===== src/srvf_pkg.sv =====
// Shared types and constants for the solvent radius visibility filter.
// Used by the distance pipeline and the top level; has no dependencies.
`timescale 1ns / 1ps
`default_nettype none

package srvf_pkg;

    // Item opcodes carried in the low bits of the input tuser.
    localparam logic [1:0] OP_CLEAR = 2'd0;
    localparam logic [1:0] OP_LOAD  = 2'd1;
    localparam logic [1:0] OP_QUERY = 2'd2;

    // Radius register and its square.
    localparam int RADIUS_BITS = 23;
    localparam int R2_BITS     = 2 * RADIUS_BITS;
    localparam logic [RADIUS_BITS-1:0] RADIUS_RESET = 23'd19200;
    localparam logic [R2_BITS-1:0]     R2_RESET     = 46'd368640000;

    // Control that travels alongside each table entry through the distance pipeline.
    typedef struct packed {
        logic valid;
        logic last;
    } srvf_tag_t;

endpackage

`default_nettype wire


===== src/srvf_dist.sv =====
// Squared-distance pipeline: compares one stored reference position per cycle
// against the query position and the squared radius. Depends on srvf_pkg.
`timescale 1ns / 1ps
`default_nettype none

module srvf_dist #(
    parameter int COORD_BITS = 24
) (
    input  wire logic                           clk,
    input  wire logic                           rst_n,
    input  wire srvf_pkg::srvf_tag_t            issue_tag,
    input  wire logic [3*COORD_BITS-1:0]        ref_data,
    input  wire logic signed [COORD_BITS-1:0]   query_x,
    input  wire logic signed [COORD_BITS-1:0]   query_y,
    input  wire logic signed [COORD_BITS-1:0]   query_z,
    input  wire logic [srvf_pkg::R2_BITS-1:0]   r2,
    output srvf_pkg::srvf_tag_t                 res_tag,
    output logic                                res_hit
);

    import srvf_pkg::*;

    localparam int CB   = COORD_BITS;
    localparam int SQW  = 2 * CB;
    localparam int SUMW = SQW + 2;
    localparam int CMPW = SUMW > R2_BITS ? SUMW : R2_BITS;

    srvf_tag_t tag1_reg, tag2_reg, tag3_reg, tag4_reg, tag5_reg;

    logic signed [CB:0] dx_reg, dy_reg, dz_reg;
    logic signed [CB:0] dx_next, dy_next, dz_next;
    logic signed [CB-1:0] ref_x, ref_y, ref_z;
    logic signed [2*CB+1:0] px, py, pz;
    logic [SQW-1:0] sqx_reg, sqy_reg, sqz_reg;
    logic [SQW:0] sxy_reg, sxy_next;
    logic [SQW-1:0] sqz_d_reg;
    logic [SUMW-1:0] total;
    logic hit_reg, hit_next;

    // Tags follow the data: one stage for the RAM read, then four compute stages.
    always_ff @(posedge clk or negedge rst_n)
    begin
        if (!rst_n)
        begin
            tag1_reg <= '0;
            tag2_reg <= '0;
            tag3_reg <= '0;
            tag4_reg <= '0;
            tag5_reg <= '0;
        end
        else
        begin
            tag1_reg <= issue_tag;
            tag2_reg <= tag1_reg;
            tag3_reg <= tag2_reg;
            tag4_reg <= tag3_reg;
            tag5_reg <= tag4_reg;
        end
    end

    // Component differences, one bit wider than a coordinate.
    assign ref_x   = ref_data[CB-1:0];
    assign ref_y   = ref_data[2*CB-1:CB];
    assign ref_z   = ref_data[3*CB-1:2*CB];
    assign dx_next = {query_x[CB-1], query_x} - {ref_x[CB-1], ref_x};
    assign dy_next = {query_y[CB-1], query_y} - {ref_y[CB-1], ref_y};
    assign dz_next = {query_z[CB-1], query_z} - {ref_z[CB-1], ref_z};

    // Squares of the differences; the magnitude is below 2**CB, so the square fits SQW bits.
    assign px = dx_reg * dx_reg;
    assign py = dy_reg * dy_reg;
    assign pz = dz_reg * dz_reg;

    // Partial sum, then full sum against the squared radius.
    assign sxy_next = {1'b0, sqx_reg} + {1'b0, sqy_reg};
    assign total    = SUMW'(sxy_reg) + SUMW'(sqz_d_reg);
    assign hit_next = CMPW'(total) <= CMPW'(r2);

    always_ff @(posedge clk)
    begin
        dx_reg    <= dx_next;
        dy_reg    <= dy_next;
        dz_reg    <= dz_next;
        sqx_reg   <= px[SQW-1:0];
        sqy_reg   <= py[SQW-1:0];
        sqz_reg   <= pz[SQW-1:0];
        sxy_reg   <= sxy_next;
        sqz_d_reg <= sqz_reg;
        hit_reg   <= hit_next;
    end

    assign res_tag = tag5_reg;
    assign res_hit = hit_reg;

endmodule

`default_nettype wire


===== config.mk =====
export PLATFORM = sky130hd
export DESIGN_NAME = srvf_dist
export DESIGN_NICKNAME = d
export VERILOG_FILES = /design/src/srvf_pkg.sv /design/src/srvf_dist.sv
export SDC_FILE = /design/constraint.sdc
export NUM_CORES = 2
export LEC_CHECK = 0
export BUFFER_PORTS_ARGS = -buffer_cell sky130_fd_sc_hd__buf_2
export CORE_MARGIN = 4
export CORE_UTILIZATION = 40
export DETAILED_ROUTE_END_ITERATION = 6
export PLACE_DENSITY = 0.55
export SYNTH_ARGS = -nofsm -noshare
export SYNTH_HDL_FRONTEND = slang
export SYNTH_SLANG_ARGS = --single-unit

===== constraint.sdc =====
create_clock -name clk -period 8.21 [get_ports clk]
set_clock_uncertainty 0.2 [all_clocks]
set_input_delay 1.642 -clock clk [delete_from_list [all_inputs] [get_ports clk]]
set_output_delay 1.642 -clock clk [all_outputs]
set_load 0.005 [all_outputs]

# ---- Word level (Yosys, flattened, before mapping)
# Cells that the tools add are included.
dict set report classes {
  addsub 5
  multipliers 3
  n_lt_le_gt_ge 1
}
# cell count
set op_table {}
lappend op_table {{25-bit by 25-bit multiplier with 48-bit output} 3}
lappend op_table {{24-bit by 24-bit subtractor with 25-bit output} 3}
lappend op_table {{49-bit by 48-bit adder with 50-bit output} 1}
lappend op_table {{50-bit by 46-bit less-or-equal comparator with 1-bit output} 1}
lappend op_table {{48-bit by 48-bit adder with 49-bit output} 1}
dict set report totals {
  regBits 327
  in_bits 194
  output_inout_bits 3
  wordCells 28
}

# ---- Longest topological paths before layout
dict set report logic_depth {
  ltp_word 2
  ltp_mapped 30
  ltp_nobuf 28
}

# ---- Worst setup path after synthesis
# OpenSTA, ideal clock, no wires.
dict set report synth_path {
  path_kind {register to register}
  startpoint {reg dx_reg[24]}
  endpoint {reg sqx_reg[46]}
  setup_time_ps 122
  arrival_ps 7230
  t_required_ps 7888
  path_slack_ps 658
  stages_incl_launch_ff 28
  path_buffers 3
  period_less_slack_ps 7552
  path_cell_list {dfxtp_1 > clkbuf_1 > clkbuf_1 > nand2_1 > inv_1 > fa_1 > fa_1 > inv_1 > fa_1 > inv_1 > fa_1 > fa_1 > fa_1 > inv_1 > fa_1 > inv_1 > ha_1 > clkbuf_1 > nand2_1 > nand2_1 > a21o_1 > a221oi_1 > o21ai_0 > a31oi_2 > o21bai_2 > a311oi_2 > a2111oi_0 > a311o_1}
}
dict set report synth_via {
  elab_chain_cells 1
}
# element line_no
set synth_rtl {}
lappend synth_rtl {{start, declared} srvf_dist.sv:30} ;# logic signed [CB:0] dx_reg, dy_reg, dz_reg;
lappend synth_rtl {{start signal, assigned} srvf_dist.sv:81} ;# dx_reg <= dx_next;
lappend synth_rtl {{25-bit by 25-bit multiplier with 48-bit output} srvf_dist.sv:70} ;# assign px = dx_reg * dx_reg;
lappend synth_rtl {{net px[46]} srvf_dist.sv:33} ;# logic signed [2*CB+1:0] px, py, pz;
lappend synth_rtl {{end signal, assigned} srvf_dist.sv:84} ;# sqx_reg <= px[SQW-1:0];
lappend synth_rtl {{end, declared} srvf_dist.sv:34} ;# logic [SQW-1:0] sqx_reg, sqy_reg, sqz_reg;
# The timed path passes the listed nets, and every way through them passes these cells.

# ---- Worst setup path after layout
dict set report layout_path {
  startpoint {reg dy_reg[17]}
  endpoint {reg sqy_reg[47]}
}
dict set report layout_via {
  elab_chain_cells 1
}
# element line_no
set layout_rtl {}
lappend layout_rtl {{start, declared} srvf_dist.sv:30}
lappend layout_rtl {{start signal, assigned} srvf_dist.sv:82} ;# dy_reg <= dy_next;
lappend layout_rtl {{25-bit by 25-bit multiplier with 48-bit output} srvf_dist.sv:71} ;# assign py = dy_reg * dy_reg;
lappend layout_rtl {{net py[47]} srvf_dist.sv:33}
lappend layout_rtl {{end signal, assigned} srvf_dist.sv:85} ;# sqy_reg <= py[SQW-1:0];
lappend layout_rtl {{end, declared} srvf_dist.sv:34}
# The timed path passes the listed nets, and every way through them passes these cells.

==> flow_summary_export.csv <==
group,metric,value,unit
finish,drive_above_1_share,0.0582,
worst_hold_path,hold_path_class,"reg2reg",
worst_hold_path,min_from,"sqz_reg[36]$_DFF_P_",
die,core,186000,µm²
finish,layout_commonest_cell,"inv_1",
yosys,synth_area,75200,µm²
clock_network,numCtsBuffers,41,
yosys,syn_nets,10500,
route,drcViolationCount,0,
clock_network,worstSkewPairLatency,0.64,ns
finish,area_growth,7.93,%
finish,nets,10700,
die,initial_core_util,0.404,
die,boundaryPins,197,
setup_path,cp_max_fo,19,
setup_path,worstSetupEndpointType,"flop",
finish,largest_reg_flops,49,
global_routing,grt_pass1_vias,57000,
setup_path,cp-endpoint,"sqy_reg[47]$_DFF_P_",
sta,fmax,0.129,GHz
route,drt_first_pass_iters,6,
status,status,"finished, final reports clean",
sta,fin_crit_sh,0.945,
clock_network,ctsLongestPathBuffers,3,
route,num_vias,50900,
yosys,synthAdderAreaFrac,0.582,
route,vias_per_cell,4.80,
yosys,synth_edf_count,0,
setup_path,reg2reg_setup_slack,0.45,ns
route,wirelength,181000,µm
yosys,synth_compound_area_frac,0.0675,
global_routing,grt_usage,0.195,
setup_path,r2r_end,"sqy_reg[47]$_DFF_P_",
sta,tightest_slew,1.22,ns
die,die_y,441,µm
finish,final_cell_mix,"2221 x inv_1, 1776 x fa_1, 654 x ha_1",
clock_network,postCtsSetupBuffers,0,
yosys,ys_types,73,
setup_path,path_class,"reg2reg",
yosys,ys_seq_area_frac,0.0867,
setup_path,crit_required,8.48,ns
die,die_w,441,µm
yosys,async_reset_ff_frac,0.0310,
route,antenna_left,0,
setup_path,reg2reg_depth,24,
finish,final_util,0.436,
yosys,synth.ff_latch_count,323,
place,gp_congestion,0.891,
yosys,synth_flop_cell,"dfxtp_1",
sta,fin_setup_tns,0,ns
setup_path,cp_data_arrival_time,8.03,ns
sta,setup_viol,0,
sta,hold_slack,0.124,ns
yosys,yosys_warnings,0,
global_routing,grt_antenna_before_repair,5,
global_routing,grt_max_degree,33,
yosys,synth_top_family_by_area,"adder cells",
die,dieArea,195000,µm²
clock_network,clkTransAtPathRegs,0.06,ns
clock_network,ctsRootBufferMaster,"clkbuf_16",
sta,slew_headroom,0.180,
setup_path,r2r-start,"dy_reg[17]$_DFF_P_",
route,drt_iter0_markers,2165,
sta,period_minus_slack,7.76,ns
place,hpwlAfterDp,160000,µm
global_routing,grt-ovfl-total,0,
job,max-cap-violations,0,
sta,rsz0062_at_grt,"no",
place,io_buffers,196,
clock_network,cts_sinks,323,
route,wl_per_cell,17.1,µm
clock_network,tritoncts,"yes",
yosys,synthSimpleGateAreaFrac,0.107,
clock_network,htreeDepth,2,
yosys,avgSynthCellArea,9.52,µm²
yosys,synthXorXnorAreaFrac,0.0360,
yosys,syn_inst,7894,
setup_path,start_kind,"flop",
sta,drv_slew,0,
setup_path,crit_start,"dy_reg[17]$_DFF_P_",
global_routing,grt_first_pass_wirelength,301000,µm
die,std_cell_rows,158,
sta,hold_viol_final,0,
yosys,synth.area.mux_share,0.00110,
finish,fillerInstances,18300,
[worst min path at each step]
stage,end,slack [ns],cells after the start
floorplan,sqz_d_reg[0]$_DFF_P_,0.11,0
global placement,sqz_d_reg[31]$_DFF_P_,0.11,0
detailed placement,sqz_d_reg[38]$_DFF_P_,0.11,0
CTS,sqz_d_reg[4]$_DFF_P_,0.12,0
global route,sqz_d_reg[5]$_DFF_P_,0.13,0
finish,sqz_d_reg[36]$_DFF_P_,0.12,0
[cell usage after synthesis, types with 4 or more instances]
master	instances	area share
a2111oi_0	11	0.0013
a221o_1	6	0.00080
nand4_1	36	0.0030
a211oi_1	33	0.0033
a22o_1	4	0.00047
and4_1	8	0.00093
nor3_1	60	0.0040
inv_1	2221	0.11
xor2_1	88	0.010
o21ai_0	135	0.0090
a21oi_1	231	0.015
clkbuf_1	181	0.0090
ha_1	654	0.11
a311oi_1	11	0.0013
dfxtp_1	313	0.083
nand2b_1	45	0.0037
nand2_1	616	0.031
fa_1	1776	0.47
o2111ai_1	5	0.00058
a21boi_0	15	0.0015
o21ai_1	9	0.00060
nor4_1	8	0.00067
and2_1	392	0.033
or2_2	19	0.0016
nor3b_1	7	0.00070
o21bai_1	36	0.0036
o21a_1	39	0.0039
a221oi_1	15	0.0017
a211o_1	6	0.00070
o31ai_1	11	0.0011
mux2i_1	6	0.00080
nand3b_1	5	0.00050
nor2b_1	95	0.0079
dfrtp_1	10	0.0033
nor2_1	252	0.013
a21o_1	120	0.012
o31a_1	8	0.00093
or3_1	22	0.0018
nand3_1	52	0.0035
and3_1	24	0.0020
xnor2_1	221	0.026
o211ai_1	11	0.0011
a31oi_1	25	0.0021
[layer usage]
| metal | track usage | wire length, µm |
|---|---|---|
| met5 | 0 | 8 |
| met4 | 0.0609 | 6450 |
| met3 | 0.0225 | 7200 |
| met2 | 0.334 | 88800 |
| met1 | 0.261 | 79000 |
[repair_timing]
item                                    4_1_cts  5_1_grt
hold buffers                                  0        0
endpoints found under the setup margin        1       23
resized for setup                             1       25
pin swaps                                     0        0
endpoints found under the hold margin         0        0
[final cells by class]
| class | instances | area (µm²) | area share |
|---|---|---|---|
| Timing Repair Buffer | 338 | 2050 | 0.0252 |
| Clock buffer | 53 | 1150 | 0.0142 |
| Inverter | 2221 | 8340 | 0.103 |
| Clock inverter | 20 | 273 | 0.00336 |
| Sequential cell | 323 | 6540 | 0.0807 |
| Tap cell | 2480 | 3100 | 0.0383 |
| Antenna cell | 3 | 7.51 | 0.0000925 |
| Multi-Input combinational cell | 5169 | 59700 | 0.735 |
[stage by stage]
stage / cell area [µm²] / instances / setup WS [ns]
3_5_place_dp: 79600 / 10500 / 0.0370
4_1_cts: 81100 / 10600 / 0.00761
5_1_grt: 81100 / 10600 / 0.0109
6_report: 81100 / 10600 / 0.450
3_3_place_gp: 79600 / 10500 / 0.0876
2_1_floorplan: 75200 / 7894 / 0.658
[critical path, cell delays in order (launching register included)]
cell,delay (ns)
dfxtp_1,0.56
buf_4,0.35
nand2_1,0.14
fa_1,0.54
inv_1,0.06
fa_1,0.51
fa_1,0.57
fa_1,0.43
fa_1,0.46
fa_1,0.49
inv_1,0.05
fa_1,0.47
inv_1,0.04
ha_1,0.35
nand2_1,0.09
nor3_1,0.25
nand4_1,0.13
or3_1,0.36
a31oi_2,0.30
a211oi_2,0.18
o31ai_2,0.44
a21oi_1,0.22
o21ai_0,0.20
a21oi_1,0.10
xnor2_1,0.13
[logic make-up (layout without fill, tap and decap cells)]
| logic type | after synthesis | in the layout |
|---|---|---|
| AOI/OAI and AO/OA | 777 | 777 |
| xor gates and xnor gates | 309 | 309 |
| adders and majority gates | 2430 | 2430 |
| buffers and inverters | 2402 | 2632 |
| DFF | 323 | 323 |
| muxes | 8 | 8 |
| other | 0 | 3 |
| and+or+nand+nor | 1645 | 1645 |
Power is left out: the tool's default activity adds up to more than one toggle a clock period on the data nets, which glitch-free logic cannot reach.
